$ cat src/design/hexrw_pkg.sv
// shared types, codes and helpers of the hex record writer
`default_nettype none
package hexrw_pkg;

   // input commands
   localparam logic [1:0] CMD_WRITE   = 2'd0;
   localparam logic [1:0] CMD_ADDRESS = 2'd1;
   localparam logic [1:0] CMD_SEGMENT = 2'd2;
   localparam logic [1:0] CMD_END     = 2'd3;

   // configuration register indexes
   localparam logic CSR_LINE_LENGTH  = 1'b0;
   localparam logic CSR_NEWLINE_CRLF = 1'b1;

   // output unit kinds
   localparam logic [1:0] EMIT_NONE    = 2'd0;
   localparam logic [1:0] EMIT_COLON   = 2'd1;
   localparam logic [1:0] EMIT_HEX     = 2'd2;
   localparam logic [1:0] EMIT_NEWLINE = 2'd3;

   // source of the byte shown as hex
   localparam logic [2:0] BSEL_CONST   = 3'd0;
   localparam logic [2:0] BSEL_LEN     = 3'd1;
   localparam logic [2:0] BSEL_ADDR_HI = 3'd2;
   localparam logic [2:0] BSEL_ADDR_LO = 3'd3;
   localparam logic [2:0] BSEL_WORD_HI = 3'd4;
   localparam logic [2:0] BSEL_WORD_LO = 3'd5;
   localparam logic [2:0] BSEL_BUF     = 3'd6;
   localparam logic [2:0] BSEL_CHK     = 3'd7;

   localparam logic [7:0] DEFAULT_LINE_LENGTH = 8'd16;
   localparam logic [7:0] TYPE_SEGMENT        = 8'h02;
   localparam logic [7:0] TYPE_LINEAR         = 8'h04;
   localparam logic [7:0] TYPE_EOF            = 8'h01;
   localparam logic [7:0] CHR_COLON           = 8'h3A;
   localparam logic [7:0] CHR_CR              = 8'h0D;
   localparam logic [7:0] CHR_LF              = 8'h0A;

   typedef struct packed {
      logic [1:0]  command;
      logic [7:0]  data_byte;
      logic [31:0] address;
      logic [15:0] segment;
   } req_type;

   typedef struct packed {
      logic [7:0] first_char;
      logic [7:0] second_char;
      logic       pair;
      logic       last;
   } rsp_type;

   typedef struct packed {
      logic       load;
      logic [1:0] emit;
      logic [2:0] bsel;
      logic [7:0] const_byte;
      logic       store;
      logic       flush_done;
      logic       clr_need_lin;
      logic       set_addr;
      logic       set_seg;
      logic       ext_seg;
      logic       last;
   } dp_cmd_type;

   typedef struct packed {
      logic [1:0] cmd;
      logic       full;
      logic       fill_zero;
      logic       need_lin;
      logic       seg_diff;
      logic       out_free;
   } dp_status_type;

   function automatic logic [7:0] nibble_ascii(input logic [3:0] d);
      nibble_ascii = (d < 4'd10) ? (8'h30 + {4'd0, d}) : (8'h37 + {4'd0, d});
   endfunction

endpackage
`default_nettype wire

$ cat src/design/hexrw_dp.sv
// datapath: address and segment state, line buffer, checksum and output register
`default_nettype none
module hexrw_dp #(
   parameter int MAX_LINE_LENGTH = 16,
   parameter int CNT_W = 5,
   parameter int IDX_W = 4
) (
   input  wire                           clock,
   input  wire                           reset,
   input  hexrw_pkg::req_type            req_data,
   input  hexrw_pkg::dp_cmd_type         cmd,
   input  wire  [IDX_W-1:0]              buf_idx,
   output hexrw_pkg::dp_status_type      status,
   output logic [CNT_W-1:0]              fill,
   input  wire                           csr_valid,
   input  wire                           csr_index,
   input  wire  [7:0]                    csr_data,
   output logic                          rsp_valid,
   input  wire                           rsp_stall,
   output hexrw_pkg::rsp_type            rsp_data
);
   import hexrw_pkg::*;

   localparam logic [7:0] MAX_B = 8'(MAX_LINE_LENGTH);

   req_type          item_ff;
   logic [31:0]      cur_addr_ff, cur_addr_in;
   logic [15:0]      cur_seg_ff, cur_seg_in;
   logic             need_lin_ff, need_lin_in;
   logic [CNT_W-1:0] fill_ff, fill_in;
   logic [7:0]       buf_ff [MAX_LINE_LENGTH];
   logic [7:0]       sum_ff, sum_in;
   logic             rsp_valid_ff, rsp_valid_in;
   rsp_type          rsp_data_ff, rsp_data_in;
   logic [7:0]       line_len_ff, line_len_in;
   logic             crlf_ff, crlf_in;

   logic [7:0]  eff_len;
   logic [7:0]  fill_b;
   logic [15:0] word;
   logic [7:0]  byte_sel;
   logic [16:0] end_addr;

   assign fill_b  = {{(8 - CNT_W){1'b0}}, fill_ff};
   assign word    = cmd.ext_seg ? cur_seg_ff : cur_addr_ff[31:16];
   assign end_addr = {1'b0, cur_addr_ff[15:0]} + {{(17 - CNT_W){1'b0}}, fill_ff};

   always_comb begin
      eff_len = (line_len_ff == 8'd0) ? DEFAULT_LINE_LENGTH : line_len_ff;
      if (eff_len > MAX_B) begin
         eff_len = MAX_B;
      end
   end

   always_comb begin
      case (cmd.bsel)
         BSEL_CONST:   byte_sel = cmd.const_byte;
         BSEL_LEN:     byte_sel = fill_b;
         BSEL_ADDR_HI: byte_sel = cur_addr_ff[15:8];
         BSEL_ADDR_LO: byte_sel = cur_addr_ff[7:0];
         BSEL_WORD_HI: byte_sel = word[15:8];
         BSEL_WORD_LO: byte_sel = word[7:0];
         BSEL_BUF:     byte_sel = buf_ff[buf_idx];
         BSEL_CHK:     byte_sel = 8'd0 - sum_ff;
         default:      byte_sel = cmd.const_byte;
      endcase
   end

   always_comb begin
      cur_addr_in  = cur_addr_ff;
      cur_seg_in   = cur_seg_ff;
      need_lin_in  = need_lin_ff;
      fill_in      = fill_ff;
      sum_in       = sum_ff;
      line_len_in  = line_len_ff;
      crlf_in      = crlf_ff;
      rsp_valid_in = rsp_valid_ff & rsp_stall;
      rsp_data_in  = rsp_data_ff;

      if (csr_valid) begin
         if (csr_index == CSR_LINE_LENGTH) begin
            line_len_in = csr_data;
         end else begin
            crlf_in = csr_data[0];
         end
      end

      if (cmd.emit != EMIT_NONE) begin
         rsp_valid_in = 1'b1;
         rsp_data_in.last = cmd.last;
      end
      case (cmd.emit)
         EMIT_COLON: begin
            rsp_data_in.first_char  = CHR_COLON;
            rsp_data_in.second_char = 8'd0;
            rsp_data_in.pair        = 1'b0;
            sum_in = 8'd0;
         end
         EMIT_HEX: begin
            rsp_data_in.first_char  = nibble_ascii(byte_sel[7:4]);
            rsp_data_in.second_char = nibble_ascii(byte_sel[3:0]);
            rsp_data_in.pair        = 1'b1;
            sum_in = sum_ff + byte_sel;
         end
         EMIT_NEWLINE: begin
            rsp_data_in.first_char  = crlf_ff ? CHR_CR : CHR_LF;
            rsp_data_in.second_char = crlf_ff ? CHR_LF : 8'd0;
            rsp_data_in.pair        = crlf_ff;
         end
         default: begin
         end
      endcase

      if (cmd.clr_need_lin) begin
         need_lin_in = 1'b0;
      end
      // record done: advance the address, note a 64K wrap and clear the fill
      if (cmd.flush_done) begin
         cur_addr_in = cur_addr_ff + {{(32 - CNT_W){1'b0}}, fill_ff};
         if (end_addr[16]) begin
            need_lin_in = 1'b1;
         end
         fill_in = '0;
      end
      if (cmd.set_addr) begin
         if (cur_addr_ff[31:16] != item_ff.address[31:16]) begin
            need_lin_in = 1'b1;
         end else if (cur_addr_ff != {item_ff.address[31:16], 16'h0000}) begin
            need_lin_in = 1'b0;
         end
         cur_addr_in = item_ff.address;
      end
      if (cmd.set_seg) begin
         cur_seg_in = item_ff.segment;
      end
      if (cmd.store) begin
         fill_in = fill_ff + 1'b1;
      end
   end

   always_ff @(posedge clock) begin
      if (reset) begin
         cur_addr_ff  <= '0;
         cur_seg_ff   <= '0;
         need_lin_ff  <= 1'b0;
         fill_ff      <= '0;
         rsp_valid_ff <= 1'b0;
         line_len_ff  <= DEFAULT_LINE_LENGTH;
         crlf_ff      <= 1'b1;
      end else begin
         cur_addr_ff  <= cur_addr_in;
         cur_seg_ff   <= cur_seg_in;
         need_lin_ff  <= need_lin_in;
         fill_ff      <= fill_in;
         rsp_valid_ff <= rsp_valid_in;
         line_len_ff  <= line_len_in;
         crlf_ff      <= crlf_in;
      end
   end

   always_ff @(posedge clock) begin
      sum_ff      <= sum_in;
      rsp_data_ff <= rsp_data_in;
      if (cmd.load) begin
         item_ff <= req_data;
      end
      if (cmd.store) begin
         buf_ff[fill_ff[IDX_W-1:0]] <= item_ff.data_byte;
      end
   end

   assign status.cmd       = item_ff.command;
   assign status.full      = (fill_b >= eff_len);
   assign status.fill_zero = (fill_ff == '0);
   assign status.need_lin  = need_lin_ff;
   assign status.seg_diff  = (cur_seg_ff != item_ff.segment);
   assign status.out_free  = ~rsp_valid_ff | ~rsp_stall;

   assign fill      = fill_ff;
   assign rsp_valid = rsp_valid_ff;
   assign rsp_data  = rsp_data_ff;

endmodule
`default_nettype wire

$ cat src/design/hexrw_ctrl.sv
// controller: sequences the records and output units for each item
`default_nettype none
module hexrw_ctrl #(
   parameter int CNT_W = 5,
   parameter int IDX_W = 4
) (
   input  wire                           clock,
   input  wire                           reset,
   input  wire                           req_valid,
   output logic                          req_stall,
   input  hexrw_pkg::dp_status_type      status,
   input  wire  [CNT_W-1:0]              fill,
   output hexrw_pkg::dp_cmd_type         cmd,
   output logic [IDX_W-1:0]              buf_idx
);
   import hexrw_pkg::*;

   localparam int STEP_W = (IDX_W > 4) ? IDX_W : 4;

   localparam logic [3:0] S_IDLE     = 4'd0;
   localparam logic [3:0] S_DISPATCH = 4'd1;
   localparam logic [3:0] S_FLUSH    = 4'd2;
   localparam logic [3:0] S_EXT4     = 4'd3;
   localparam logic [3:0] S_HEAD     = 4'd4;
   localparam logic [3:0] S_BODY     = 4'd5;
   localparam logic [3:0] S_TAIL     = 4'd6;
   localparam logic [3:0] S_AFTER    = 4'd7;
   localparam logic [3:0] S_EOF      = 4'd8;
   localparam logic [3:0] S_EXT2     = 4'd9;

   logic [3:0]        state_ff, state_in;
   logic [STEP_W-1:0] cnt_ff, cnt_in;
   logic [1:0]        kind;
   logic              body_end;

   assign req_stall = (state_ff != S_IDLE);
   assign buf_idx   = cnt_ff[IDX_W-1:0];
   assign body_end  = (7'(cnt_ff) + 7'd1 == 7'(fill));

   always_comb begin
      state_in = state_ff;
      cnt_in   = cnt_ff;
      cmd      = '0;
      kind     = EMIT_NONE;

      case (state_ff)
         S_IDLE: begin
            if (req_valid) begin
               cmd.load = 1'b1;
               state_in = S_DISPATCH;
            end
         end
         S_DISPATCH: begin
            if (status.cmd == CMD_WRITE && !status.full) begin
               cmd.store = 1'b1;
               state_in  = S_IDLE;
            end else begin
               state_in = S_FLUSH;
            end
         end
         S_FLUSH: begin
            cnt_in = '0;
            if (status.fill_zero) begin
               state_in = S_AFTER;
            end else if (status.need_lin) begin
               state_in = S_EXT4;
            end else begin
               state_in = S_HEAD;
            end
         end
         S_EXT4, S_EXT2: begin
            cmd.ext_seg = (state_ff == S_EXT2);
            cmd.bsel    = BSEL_CONST;
            kind        = EMIT_HEX;
            case (cnt_ff)
               4'd0: kind = EMIT_COLON;
               4'd1: cmd.const_byte = 8'h02;
               4'd4: cmd.const_byte = cmd.ext_seg ? TYPE_SEGMENT : TYPE_LINEAR;
               4'd5: cmd.bsel = BSEL_WORD_HI;
               4'd6: cmd.bsel = BSEL_WORD_LO;
               4'd7: cmd.bsel = BSEL_CHK;
               4'd8: begin
                  kind     = EMIT_NEWLINE;
                  cmd.last = cmd.ext_seg;
               end
               default: cmd.const_byte = 8'h00;
            endcase
            if (status.out_free) begin
               cnt_in = cnt_ff + 1'b1;
               if (cnt_ff == 4'd8) begin
                  cnt_in = '0;
                  if (cmd.ext_seg) begin
                     state_in = S_IDLE;
                  end else begin
                     cmd.clr_need_lin = 1'b1;
                     state_in = S_HEAD;
                  end
               end
            end
         end
         S_HEAD: begin
            kind = EMIT_HEX;
            case (cnt_ff)
               4'd0: kind = EMIT_COLON;
               4'd1: cmd.bsel = BSEL_LEN;
               4'd2: cmd.bsel = BSEL_ADDR_HI;
               4'd3: cmd.bsel = BSEL_ADDR_LO;
               default: cmd.bsel = BSEL_CONST;
            endcase
            if (status.out_free) begin
               cnt_in = cnt_ff + 1'b1;
               if (cnt_ff == 4'd4) begin
                  cnt_in   = '0;
                  state_in = S_BODY;
               end
            end
         end
         S_BODY: begin
            kind     = EMIT_HEX;
            cmd.bsel = BSEL_BUF;
            if (status.out_free) begin
               cnt_in = cnt_ff + 1'b1;
               if (body_end) begin
                  cnt_in   = '0;
                  state_in = S_TAIL;
               end
            end
         end
         S_TAIL: begin
            if (cnt_ff == '0) begin
               kind     = EMIT_HEX;
               cmd.bsel = BSEL_CHK;
               if (status.out_free) begin
                  cnt_in = cnt_ff + 1'b1;
               end
            end else begin
               kind = EMIT_NEWLINE;
               // the data record ends the item unless a segment or end record follows
               cmd.last = (status.cmd == CMD_WRITE) || (status.cmd == CMD_ADDRESS) ||
                          (status.cmd == CMD_SEGMENT && !status.seg_diff);
               if (status.out_free) begin
                  cmd.flush_done = 1'b1;
                  cnt_in   = '0;
                  state_in = S_AFTER;
               end
            end
         end
         S_AFTER: begin
            cnt_in = '0;
            case (status.cmd)
               CMD_WRITE: begin
                  cmd.store = 1'b1;
                  state_in  = S_IDLE;
               end
               CMD_ADDRESS: begin
                  cmd.set_addr = 1'b1;
                  state_in     = S_IDLE;
               end
               CMD_SEGMENT: begin
                  cmd.set_addr = 1'b1;
                  if (status.seg_diff) begin
                     cmd.set_seg = 1'b1;
                     state_in    = S_EXT2;
                  end else begin
                     state_in = S_IDLE;
                  end
               end
               default: state_in = S_EOF;
            endcase
         end
         S_EOF: begin
            kind     = EMIT_HEX;
            cmd.bsel = BSEL_CONST;
            case (cnt_ff)
               4'd0: kind = EMIT_COLON;
               4'd4: cmd.const_byte = TYPE_EOF;
               4'd5: cmd.const_byte = 8'hFF;
               4'd6: begin
                  kind     = EMIT_NEWLINE;
                  cmd.last = 1'b1;
               end
               default: cmd.const_byte = 8'h00;
            endcase
            if (status.out_free) begin
               cnt_in = cnt_ff + 1'b1;
               if (cnt_ff == 4'd6) begin
                  cnt_in   = '0;
                  state_in = S_IDLE;
               end
            end
         end
         default: begin
            state_in = S_IDLE;
            cnt_in   = '0;
         end
      endcase

      cmd.emit = status.out_free ? kind : EMIT_NONE;
   end

   always_ff @(posedge clock) begin
      if (reset) begin
         state_ff <= S_IDLE;
         cnt_ff   <= '0;
      end else begin
         state_ff <= state_in;
         cnt_ff   <= cnt_in;
      end
   end

endmodule
`default_nettype wire

$ cat src/design/intel_hex_record_writer_core.sv
// top level of the hex record writer: controller plus datapath
//
//  channel | direction | handshake            | payload
//  req     | in        | req_valid/req_stall  | req_data (command, data, address, segment)
//  rsp     | out       | rsp_valid/rsp_stall  | rsp_data (up to two characters, pair, last)
//  csr     | in        | csr_valid/csr_ready  | csr_index, csr_data
//
// a data byte that does not close a line gives no output
// otherwise one output unit leaves per cycle while the output is free: 9 for a type 04 or 02 record,
// fill + 7 for a data record, 7 for the end record
// the output register and the sequencer both wait on rsp_stall; the sequencer holds
// while the output is not free. reset clears address, segment, fill and sets line length 16 with cr lf endings
`default_nettype none
module intel_hex_record_writer_core #(
   parameter int MAX_LINE_LENGTH = 16
) (
   input  wire                    clock,
   input  wire                    reset,
   input  wire                    req_valid,
   output logic                   req_stall,
   input  hexrw_pkg::req_type     req_data,
   output logic                   rsp_valid,
   input  wire                    rsp_stall,
   output hexrw_pkg::rsp_type     rsp_data,
   input  wire                    csr_valid,
   output logic                   csr_ready,
   input  wire                    csr_index,
   input  wire  [7:0]             csr_data
);
   import hexrw_pkg::*;

   localparam int CNT_W = $clog2(MAX_LINE_LENGTH + 1);
   localparam int IDX_W = (MAX_LINE_LENGTH > 1) ? $clog2(MAX_LINE_LENGTH) : 1;

   dp_cmd_type       cmd;
   dp_status_type    status;
   logic [CNT_W-1:0] fill;
   logic [IDX_W-1:0] buf_idx;

   assign csr_ready = 1'b1;

   hexrw_ctrl #(
      .CNT_W           (CNT_W),
      .IDX_W           (IDX_W)
   ) u_ctrl (
      .clock     (clock),
      .reset     (reset),
      .req_valid (req_valid),
      .req_stall (req_stall),
      .status    (status),
      .fill      (fill),
      .cmd       (cmd),
      .buf_idx   (buf_idx)
   );

   hexrw_dp #(
      .MAX_LINE_LENGTH (MAX_LINE_LENGTH),
      .CNT_W           (CNT_W),
      .IDX_W           (IDX_W)
   ) u_dp (
      .clock     (clock),
      .reset     (reset),
      .req_data  (req_data),
      .cmd       (cmd),
      .buf_idx   (buf_idx),
      .status    (status),
      .fill      (fill),
      .csr_valid (csr_valid),
      .csr_index (csr_index),
      .csr_data  (csr_data),
      .rsp_valid (rsp_valid),
      .rsp_stall (rsp_stall),
      .rsp_data  (rsp_data)
   );

endmodule
`default_nettype wire

$ cat config.mk
export PLATFORM = sky130hd
export DESIGN_NAME = intel_hex_record_writer_core
export DESIGN_NICKNAME = d
export VERILOG_FILES = /design/src/design/hexrw_pkg.sv /design/src/design/hexrw_dp.sv /design/src/design/hexrw_ctrl.sv /design/src/design/intel_hex_record_writer_core.sv
export SDC_FILE = /design/constraint.sdc
export NUM_CORES = 1
export LEC_CHECK = 0
export ABC_CLOCK_PERIOD_IN_PS = 5850
export BUFFER_PORTS_ARGS = -buffer_cell sky130_fd_sc_hd__buf_2
export CAP_MARGIN = 20
export CORE_MARGIN = 5
export CORE_UTILIZATION = 35
export DETAILED_ROUTE_END_ITERATION = 6
export PLACE_DENSITY_LB_ADDON = 0.25
export SLEW_MARGIN = 20
export SYNTH_ARGS = -nofsm -noshare
export SYNTH_HDL_FRONTEND = slang
export SYNTH_SLANG_ARGS = --single-unit
export TNS_END_PERCENT = 30
$ cat constraint.sdc
create_clock -name clock -period 5.85 [get_ports clock]
set_input_delay 0.8775 -clock clock [delete_from_list [all_inputs] [get_ports clock]]
set_output_delay 0.8775 -clock clock [all_outputs]
set_load 0.05 [all_outputs]
==> results of run 1 <==
worst max-delay path: cells and delay by family (launching register included):
kind / cells / cell delay, ns
buffers and inverters: 1 / 0.08
AND/OR/NAND/NOR: 3 / 1.16
multiplexers: 1 / 0.59
flip-flops: 1 / 0.83
adder cells (fa/ha/maj): 1 / 0.33
AO/OA/AOI/OAI: 7 / 1.54
how the worst max path moves through the flow:
stage | startpoint | end | cells after the start | slack (ns)
detailed placement | u_ctrl.state_ff[1] | u_dp.sum_ff[7] | 13 | 1.22
floorplan | flip-flop | u_dp.sum_ff[6] | 13 | 1.46
finish | u_ctrl.state_ff[1] | u_dp.sum_ff[7] | 13 | 1.15
global route | u_ctrl.state_ff[1] | u_dp.sum_ff[7] | 13 | 0.83
CTS | u_ctrl.state_ff[1] | u_dp.sum_ff[7] | 13 | 1.18
global placement | u_ctrl.state_ff[1] | u_dp.sum_ff[7] | 13 | 1.30
logic make-up after synthesis:
kind of cell,Yosys count
other,2
buffers and inverters,98
xor gates and xnor gates,60
and+or+nand+nor,359
DFF,286
muxes,77
adders and majority gates,36
AOI/OAI and AO/OA,204
per-layer routing:
layer | global-route usage [%] | up-vias
li1 | - | 4397
met1 | 23.16 | 4585
met2 | 25.79 | 242
met3 | 2.982 | 62
met4 | 4.553 | 0
met5 | 0 | -
through the flow:
stage | area [sq um] | std cells | hold WS [ns] | worst slack [ns] | power (W)
4_1_cts | 15720 | 1737 | 0.4261 | 1.184 | 0.005338
6_report | 15720 | 1737 | 0.4554 | 1.152 | 0.005275
5_1_grt | 15720 | 1737 | 0.4347 | 0.8301 | 0.005502
3_5_place_dp | 14720 | 1680 | 0.4494 | 1.222 | 0.003372
2_1_floorplan | 13780 | 1123 | 0.4360 | 1.462 | 0.003103
3_3_place_gp | 14720 | 1680 | 0.4445 | 1.299 | 0.003371
Yosys cell counts (4+ instances only):
master	count
o31ai_1	7
mux2_2	12
a22oi_1	8
ha_1	33
buf_1	5
and2_1	9
nand3b_1	7
a31oi_1	18
nor2b_1	11
nand3_1	14
a211oi_1	12
nor4_1	21
o21ai_0	35
nand4_1	14
edfxtp_1	210
mux4_2	39
o211ai_1	7
buf_2	9
clkbuf_1	46
xnor2_1	18
or4_1	4
a21o_1	7
a221oi_1	11
nor3_1	21
nand2b_1	13
xor2_1	41
nor4bb_1	4
a21oi_1	46
dfxtp_1	76
mux2i_1	26
or3_1	9
nor2_1	104
and3_1	11
nand2_1	95
inv_1	29
flip-flops by register name, summed over array words and instances (netlist names), named ones only:
register,cells
u_dp.fill,5
u_dp.sum_ff,8
u_dp.rsp_data,16
u_dp.line_len_ff,8
u_ctrl.state_ff,4
u_dp.cur_seg_ff,16
u_dp.crlf_ff,1
u_dp.item_ff,56
u_dp.cur_addr_ff,32
u_dp.buf_ff,128
u_dp.status,2
u_dp.need_lin_ff,1
u_dp.rsp_valid,1
u_ctrl.buf_idx,4
power groups by stage:
stage | registers, W | logic, W | clock network (W)
final | 0.00263 | 0.000698 | 0.00195
after global routing | 0.00265 | 0.000769 | 0.00208
after CTS | 0.00263 | 0.000705 | 0.00200
after detailed placement | 0.00267 | 0.000701 | 0
after global placement | 0.00267 | 0.000701 | 0
after floorplan | 0.00257 | 0.000530 | 0
layout make-up:
cell class                      count  area (sq um)  share of cell area, %
Clock buffer                       46         852.1                  5.420
Clock inverter                     11         147.6                 0.9391
Inverter                           32         120.1                 0.7640
Multi-Input combinational cell    739          5559                  35.36
Sequential cell                   286          7829                  49.80
Tap cell                          518         648.1                  4.123
Timing Repair Buffer              105         565.5                  3.597
==> qor.yml, run 1 <==
postCtsSetupRepairBufs: 0
postCtsHoldBufs: 0
switchingPower_w: 0.001450
netlist_top_cells_area: "edfxtp_1 (46%), dfxtp_1 (11%), mux4_2 (6.4%)"
synth_compound_area_share_pct: 10.42
cts.sinks: 286
routedWlPerCell_um: 20.86
synth-simple-area-share_pct: 13.24
drive_above_1_share_pct: 18.29
die_height_um: 208.4
drcViolationCount: 0
holdCritStartpoint: "req_data[30]"
synthCells: 1122
yosysSeqAreaShare_pct: 56.81
syn_avg_cell_area_sq_um: 12.28
fin_util_pct: 40.49
rsz0062_at_grt: "false"
die_w_um: 208.4
rrSetupSlack_ns: 1.15
hold_path.class: "input port to flip-flop"
power_density_mw_per_mm2: 335.5
ys_types: 89
final_common_cell: "edfxtp_1"
worst_pin_slew_ns: 1.062
seq_power_share_pct: 49.8
p_sw_share_pct: 27.48
layout_min_cycle_time_ns: 4.698
cp.required_ns: 6.28
gp_congestion: 0.9272
antenna_found_initial: 0
grt_usage_pct: 16.31
yosysWarnings: 0
core_sq_mm: 0.03883
cts_resized: 0
combPwrFrac_pct: 13.2
nets: 1302
max_freq_ghz: 0.2129
ant_nets: 0
synth_edf_count: 210
grt_pass1_wl_um: 55750
io-pin-count: 93
yosysTopAreaCellShare_pct: 45.76
antenna_cells: 0
holdPathStages: 1
wirelength_um: 36230
cts_tree: "yes"
ir_worst_vdd_mv: 0.2736
synth_top_family_by_area: "simple AND/OR/NAND/NOR gates"
start_kind: "flip-flop"
numCtsBuffers: 31
ys_ff_latch: 286
wl_met1_um: 16590
nFillCells: 3682
dr.pass1.iters: 5
synth_area_leader_cell: "edfxtp_1"
portBuffers: 89
cap_viol_max_count: 0
finalMaxSlewViolations: 0
root_buffer: "clkbuf_16"
grt_pass1_vias: 9025
clk_pin_slew_ns: 0.06
cts_buffer_depth: 3
cp_slowest_stage_delay_ns: 0.83
post-route-period-util_pct: 80.30
final_cell_mix: "edfxtp_1 (210), nor2_1 (104), nand2_1 (95)"
fin_tns_setup_ns: 0
synth_xor_xnor_area_share_pct: 3.868
syn_to_final_growth_pct: 14.09
p_int_w: 0.003825
syn-cell-area_sq_mm: 0.01378
via_per_inst: 5.346
power_leakage_nw: 5.473
route.met2.wl_um: 16810
path_class: "flip-flop to flip-flop"
power.share.clock_pct: 37.0
place_hpwl_um: 25520
start_util_pct: 35.49
setup_viol: 0
crit_chain: "nor4b_2, o211a_1, nor3_2, mux4_2, a22oi_1, a32o_1, inv_2, ha_1, a21o_1, a31oi_1, a21oi_1, or3_1, a21oi_1"
hold_viol: 0
insertion_delay_ns: 0.59
slew_headroom_pct: 28.94
cpMostUsedCell: "a21oi_1"
cp.arrival_ns: 5.13
rr_worst_depth: 13
worst-path-max-fanout: 21
dieArea_sq_mm: 0.04344
std_cell_rows: 72
synthArstFlopShare_pct: 0
grt_overflow: 0
outcome: "complete, no violations"
hold_path_end: "u_dp.item_ff[30]"
synth_fa_ha_area_share_pct: 3.369
r2r_start: "u_ctrl.state_ff[1]"
cp_slowest_cell: "dfxtp_1"
synth_ff_type: "edfxtp_1"
route.met3.wl_um: 1861
routed.top_layer: "met4"
dr.first_iter.drc_count: 797
grt_max_degree: 73
timing.rr.end: "u_dp.sum_ff[7]"
h-tree-depth: 1
endpoint_kind: "flip-flop"
dr_total_vias: 9286
synth.area.mux_share_pct: 9.244
worst_clock_skew_ns: 0.01099
Note: power is estimated with default switching activity, not from simulation.
==> run 2: changes to the inputs <==
Settings changed: ABC_CLOCK_PERIOD_IN_PS 5850 to 3900.
Clock period 5.85 ns to 3.9 ns, I/O delays scaled along.
==> run 2 against run 1 <==
Hold slack got worse by 0.25 ns. Sequential power increased by 48%. Die area did not move. Clock power grew 58%. Non-clock buffer count grew 83. Clock skew is 0.013 ns higher. First-iteration DRC count is 18% lower. Total power is 56% higher. Cell count is 5.0% higher. Setup slack got worse by 1.0 ns. Largest cell class unchanged. Highest routed layer unchanged.
==> qor.yml, run 2 (synthesis gave the netlist of run 1 again) <==
grt_usage_pct: 16.56
gp_congestion: 0.9185
setup_viol: 0
cts_tree: "yes"
io-pin-count: 93
placed_cell_area_sq_mm: 0.01536
setup.worst_path.start: "u_ctrl.buf_idx[0]"
switchingPower_w: 0.002255
via_per_inst: 5.246
routedWlPerCell_um: 20.10
p_sw_share_pct: 27.40
dp_cells: 1760
fin_tns_setup_ns: 0
worst_pin_slew_ns: 0.9818
drive_above_1_share_pct: 25.82
post-route-period-util_pct: 96.55
gr-usage-met2_pct: 25.84
slew_headroom_pct: 34.55
cts.sinks: 286
largest_reg_flops: 128
std_cell_rows: 72
seq_power_share_pct: 47.3
place_hpwl_um: 26410
syn_to_final_growth_pct: 20.63
core_sq_mm: 0.03883
layout_min_cycle_time_ns: 3.766
power_leakage_nw: 5.970
combPwrFrac_pct: 15.1
cts_buffer_depth: 3
hold_path.class: "input port to flip-flop"
hold_ws_ns: 0.2081
path_class: "flip-flop to flip-flop"
start_kind: "flip-flop"
endpoint_kind: "flip-flop"
dr_total_vias: 9563
gr-usage-met1_pct: 23.54
cp.arrival_ns: 4.17
final_cells: 1823
dr.first_iter.drc_count: 651
grt_max_degree: 44
clk_pin_slew_ns: 0.06
h-tree-depth: 2
grtUsageMet3_pct: 3.118
holdCritStartpoint: "req_data[50]"
worst_clock_skew_ns: 0.02433
die_height_um: 208.4
dieArea_sq_mm: 0.04344
wirelength_um: 36650
ir_worst_vdd_mv: 0.2861
drcViolationCount: 0
power.total_w: 0.008228
antenna_cells: 0
hold_viol: 0
max_freq_ghz: 0.2656
nets: 1388
final_cell_mix: "edfxtp_1 (210), nor2_1 (102), nand2_1 (95), buf_4 (95), buf_2 (89)"
postCtsHoldBufs: 0
power.share.clock_pct: 37.6
worst-path-max-fanout: 7
final_common_cell: "edfxtp_1"
r2r_start: "u_ctrl.buf_idx[0]"
busiest_layer: "met2"
portBuffers: 89
grt_overflow: 0
antenna_found_initial: 0
insertion_delay_ns: 0.55
cap_viol_max_count: 0
p_int_w: 0.005973
die_w_um: 208.4
final_cell_area_sq_mm: 0.01662
root_buffer: "clkbuf_16"
ant_nets: 0
grt_pass1_wl_um: 56540
grt_pass1_vias: 9438
finalMaxSlewViolations: 0
cp.required_ns: 4.30
dr.pass1.iters: 5
rsz0062_at_grt: "true"
numCtsBuffers: 34
start_util_pct: 35.49
outcome: "complete, no violations"
power_density_mw_per_mm2: 495.0
## run 2: per-layer routing
metal,part of all wire [%],wire [um],vias to the layer above
li1,-,-,4558
met1,46,17020,4670
met2,45,16660,271
met3,5.4,1992,64
met4,2.7,974,0
met5,0,0,-
## run 2: worst max-delay path, stage by stage, from the launching register on
cell	delay, ns
dfxtp_2	0.35
inv_1	0.09
ha_1	0.21
or3b_4	0.27
nor2_2	0.06
or3_4	0.40
buf_4	0.18
a32o_1	0.22
o31a_1	0.33
ha_2	0.20
fa_2	0.35
a21o_1	0.17
maj3_2	0.32
a2111oi_2	0.33
nand3b_1	0.14
## run 2: what timing repair did
item | 4_1_cts | 5_1_grt
gates resized for setup | 6 | 25
pin swaps | 2 | 10
setup buffers | 1 | 2
endpoints found under the setup margin | 3 | 4
## run 2: worst paths after layout
check / to / slack, ns / depth (start not counted)
max: u_dp.sum_ff[6] / 0.13 / 14
min: u_dp.item_ff[50] / 0.21 / 1
max reg2reg: u_dp.sum_ff[6] / 0.13 / 14
min reg2reg: u_dp.line_len_ff[5] / 0.46 / 2
## run 2: area by class of cell
class	count	area (sq um)
clock buffers	43	884.6
clock inverters	17	206.4
fillers	3614	22210
inverters	32	120.1
multi-input cells	739	5707
flip-flops and latches	286	7835
well taps	518	648.1
repair buffers	188	1221
## run 2: stage by stage
step	utilization, %	setup WS [ns]
6_report	42.81	0.1344
2_1_floorplan	-	0.03582
3_3_place_gp	39.56	0.07407
3_5_place_dp	39.56	-0.01578
5_1_grt	42.81	-0.01736
4_1_cts	42.46	0.02008
## run 2: power by group through the flow
stage	combinational, W	sequential, W	clock, W
detailed placement	0.00122	0.00395	0
floorplan	0.000802	0.00386	0
CTS	0.00123	0.00389	0.00318
global route	0.00136	0.00393	0.00331
finish	0.00124	0.00389	0.00309
global placement	0.00121	0.00395	0
==> run 3: changes to the inputs <==
Settings changed: CTS_BUF_LIST set to sky130_fd_sc_hd__clkbuf_2.
==> run 3 against run 2 <==
Critical path type unchanged. First-iteration DRC count rose by 23%. Critical path depth fell by 1. Sequential cell count did not move. Non-clock buffer count rose by 81. Maximum frequency fell by 1.0%. Final area rose by 2.6%. Global-route usage rose by 0.84 points. Via count rose by 6.1%. Combinational power rose by 6%. Cell count rose by 8.5%.
==> qor.yml, run 3 (synthesis gave the netlist of run 1 again) <==
final_cell_mix: "edfxtp_1 (210), clkbuf_2 (104), nor2_1 (102)"
numCtsBuffers: 77
layout_min_cycle_time_ns: 3.806
root_buffer: "clkbuf_2"
ant_nets: 0
cts_tree: "yes"
timing.rr.end: "u_dp.sum_ff[6]"
rsz0062_at_grt: "true"
final_cells: 1978
hold_path_end: "u_ctrl.state_ff[2]"
rrSetupSlack_ns: 0.09
via_per_inst: 5.130
cap_viol_max_count: 0
h-tree-depth: 3
largest_reg_flops: 128
seq_power_share_pct: 53.3
place_hpwl_um: 26410
start_kind: "flip-flop"
hold_ws_ns: 0.1930
p_sw_share_pct: 31.41
dr.pass1.iters: 5
io-pin-count: 93
insertion_delay_ns: 0.99
switchingPower_w: 0.002292
r2r_start: "u_ctrl.state_ff[2]"
portBuffers: 89
cts.sinks: 286
ir_worst_vdd_mv: 0.2864
die_w_um: 208.4
gp_congestion: 0.9185
hold_path.class: "input port to flip-flop"
max_freq_ghz: 0.2628
grt_pass1_vias: 10340
drive_above_1_share_pct: 27.76
grt_overflow: 0
worst_pin_slew_ns: 0.9842
dr.first_iter.drc_count: 803
dp_cells: 1760
holdCritStartpoint: "req_valid"
outcome: "complete, no violations"
grt_pass1_wl_um: 59490
routedWlPerCell_um: 19.31
path_class: "flip-flop to flip-flop"
grt_max_degree: 44
finalMaxSlewViolations: 0
start_util_pct: 35.49
std_cell_rows: 72
slew_headroom_pct: 34.38
worst-path-max-fanout: 8
antenna_found_initial: 1
cp.required_ns: 4.66
endpoint_kind: "flip-flop"
power_leakage_nw: 6.286
die_height_um: 208.4
nets: 1512
power.share.clock_pct: 28.7
final_common_cell: "edfxtp_1"
power_density_mw_per_mm2: 427.7
post-route-period-util_pct: 97.58
holdPathStages: 4
p_int_w: 0.005003
syn_to_final_growth_pct: 23.78
worst_clock_skew_ns: 0.1154
cp.arrival_ns: 4.57
fin_tns_setup_ns: 0
dr_total_vias: 10150
rr_worst_depth: 13
grt_usage_pct: 17.39
combPwrFrac_pct: 18.0
multi_input_area_sq_mm: 0.005722
regArea_sq_mm: 0.007841
clk_pin_slew_ns: 0.09
drcViolationCount: 0
core_sq_mm: 0.03883
dieArea_sq_mm: 0.04344
cts_buffer_depth: 3
wirelength_um: 38190
setup_viol: 0
hold_viol: 0
nFillCells: 3666
run 3: changes by cell type in the layout (fill, tap and decap cells not counted), moves of 2 or more:
| cell | delta |
|---|---|
| bufinv_16 | -2 |
| clkbuf_1 | -9 |
| clkbuf_16 | -34 |
| clkbuf_2 | +104 |
| clkinv_1 | +16 |
| clkinv_2 | -4 |
| dfxtp_4 | +2 |
| dlygate4sd3_1 | +81 |
| inv_2 | +2 |
| inv_6 | +3 |
run 3: timing repair:
item                                   CTS  global route
setup endpoints to repair                2             4
buffers inserted                         1             2
endpoints found under the hold margin   67             0
hold buffers                            81             0
gates resized for setup                  5            32
gates cloned                             0             0
pin swaps                                1             8
run 3: per-stage QoR:
stage	power, W	cell area (sq um)	util, %	worst slack (ns)
floorplan	0.004661	13830	-	0.03582
detailed placement	0.005165	15360	39.56	-0.01578
finish	0.007295	17060	43.93	0.09442
CTS	0.007382	16880	43.49	0.005427
global route	0.007728	17060	43.93	-0.01795
global placement	0.005160	15360	39.56	0.07407
run 3: per-layer routing:
| layer | global-route usage (%) | vias to the layer above | wire [um] |
|---|---|---|---|
| met5 | 0 | - | 0 |
| met3 | 4.067 | 83 | 2264 |
| li1 | - | 4861 | - |
| met2 | 26.77 | 322 | 17340 |
| met1 | 23.77 | 4882 | 17290 |
| met4 | 7.157 | 0 | 1292 |
run 3: how the worst max path moves through the flow:
stage / depth (start not counted) / endpoint / from / slack [ns]
after CTS: 13 / u_dp.sum_ff[6] / u_ctrl.buf_idx[0] / 0.005
after global placement: 13 / u_dp.sum_ff[6] / u_ctrl.buf_idx[0] / 0.07
after global routing: 15 / u_dp.sum_ff[6] / u_ctrl.buf_idx[1] / -0.02
after floorplan: 13 / u_dp.sum_ff[6] / flip-flop / 0.04
after detailed placement: 15 / u_dp.sum_ff[7] / u_ctrl.buf_idx[0] / -0.02
final: 13 / u_dp.sum_ff[6] / u_ctrl.state_ff[2] / 0.09
run 3: final cells by class:
cell class | count | area share, %
multi-input cells | 739 | 33.55
diodes | 1 | 0.01467
flip-flops and latches | 286 | 45.97
repair buffers | 269 | 11.94
clock inverters | 29 | 0.9756
well taps | 518 | 3.800
inverters | 32 | 0.7042
clock buffers | 104 | 3.052
run 3: power by group through the flow:
stage	Sequential [W]	Clock [W]	Combinational, W
2_1_floorplan	0.00386	0	0.000802
3_3_place_gp	0.00395	0	0.00121
3_5_place_dp	0.00395	0	0.00122
4_1_cts	0.00389	0.00221	0.00129
5_1_grt	0.00392	0.00237	0.00143
6_report	0.00389	0.00210	0.00131
run 3: critical path, cell delays in order (launching register included):
cell and delay [ns]:
dfxtp_1 0.38, or3b_4 0.46, or4_4 0.53, nor2b_1 0.16, buf_4 0.17, o31ai_1 0.07
a21oi_1 0.07, o31a_1 0.32, ha_2 0.20, fa_2 0.35, a21o_1 0.17, maj3_2 0.33
a2111oi_2 0.33, nand3b_1 0.14
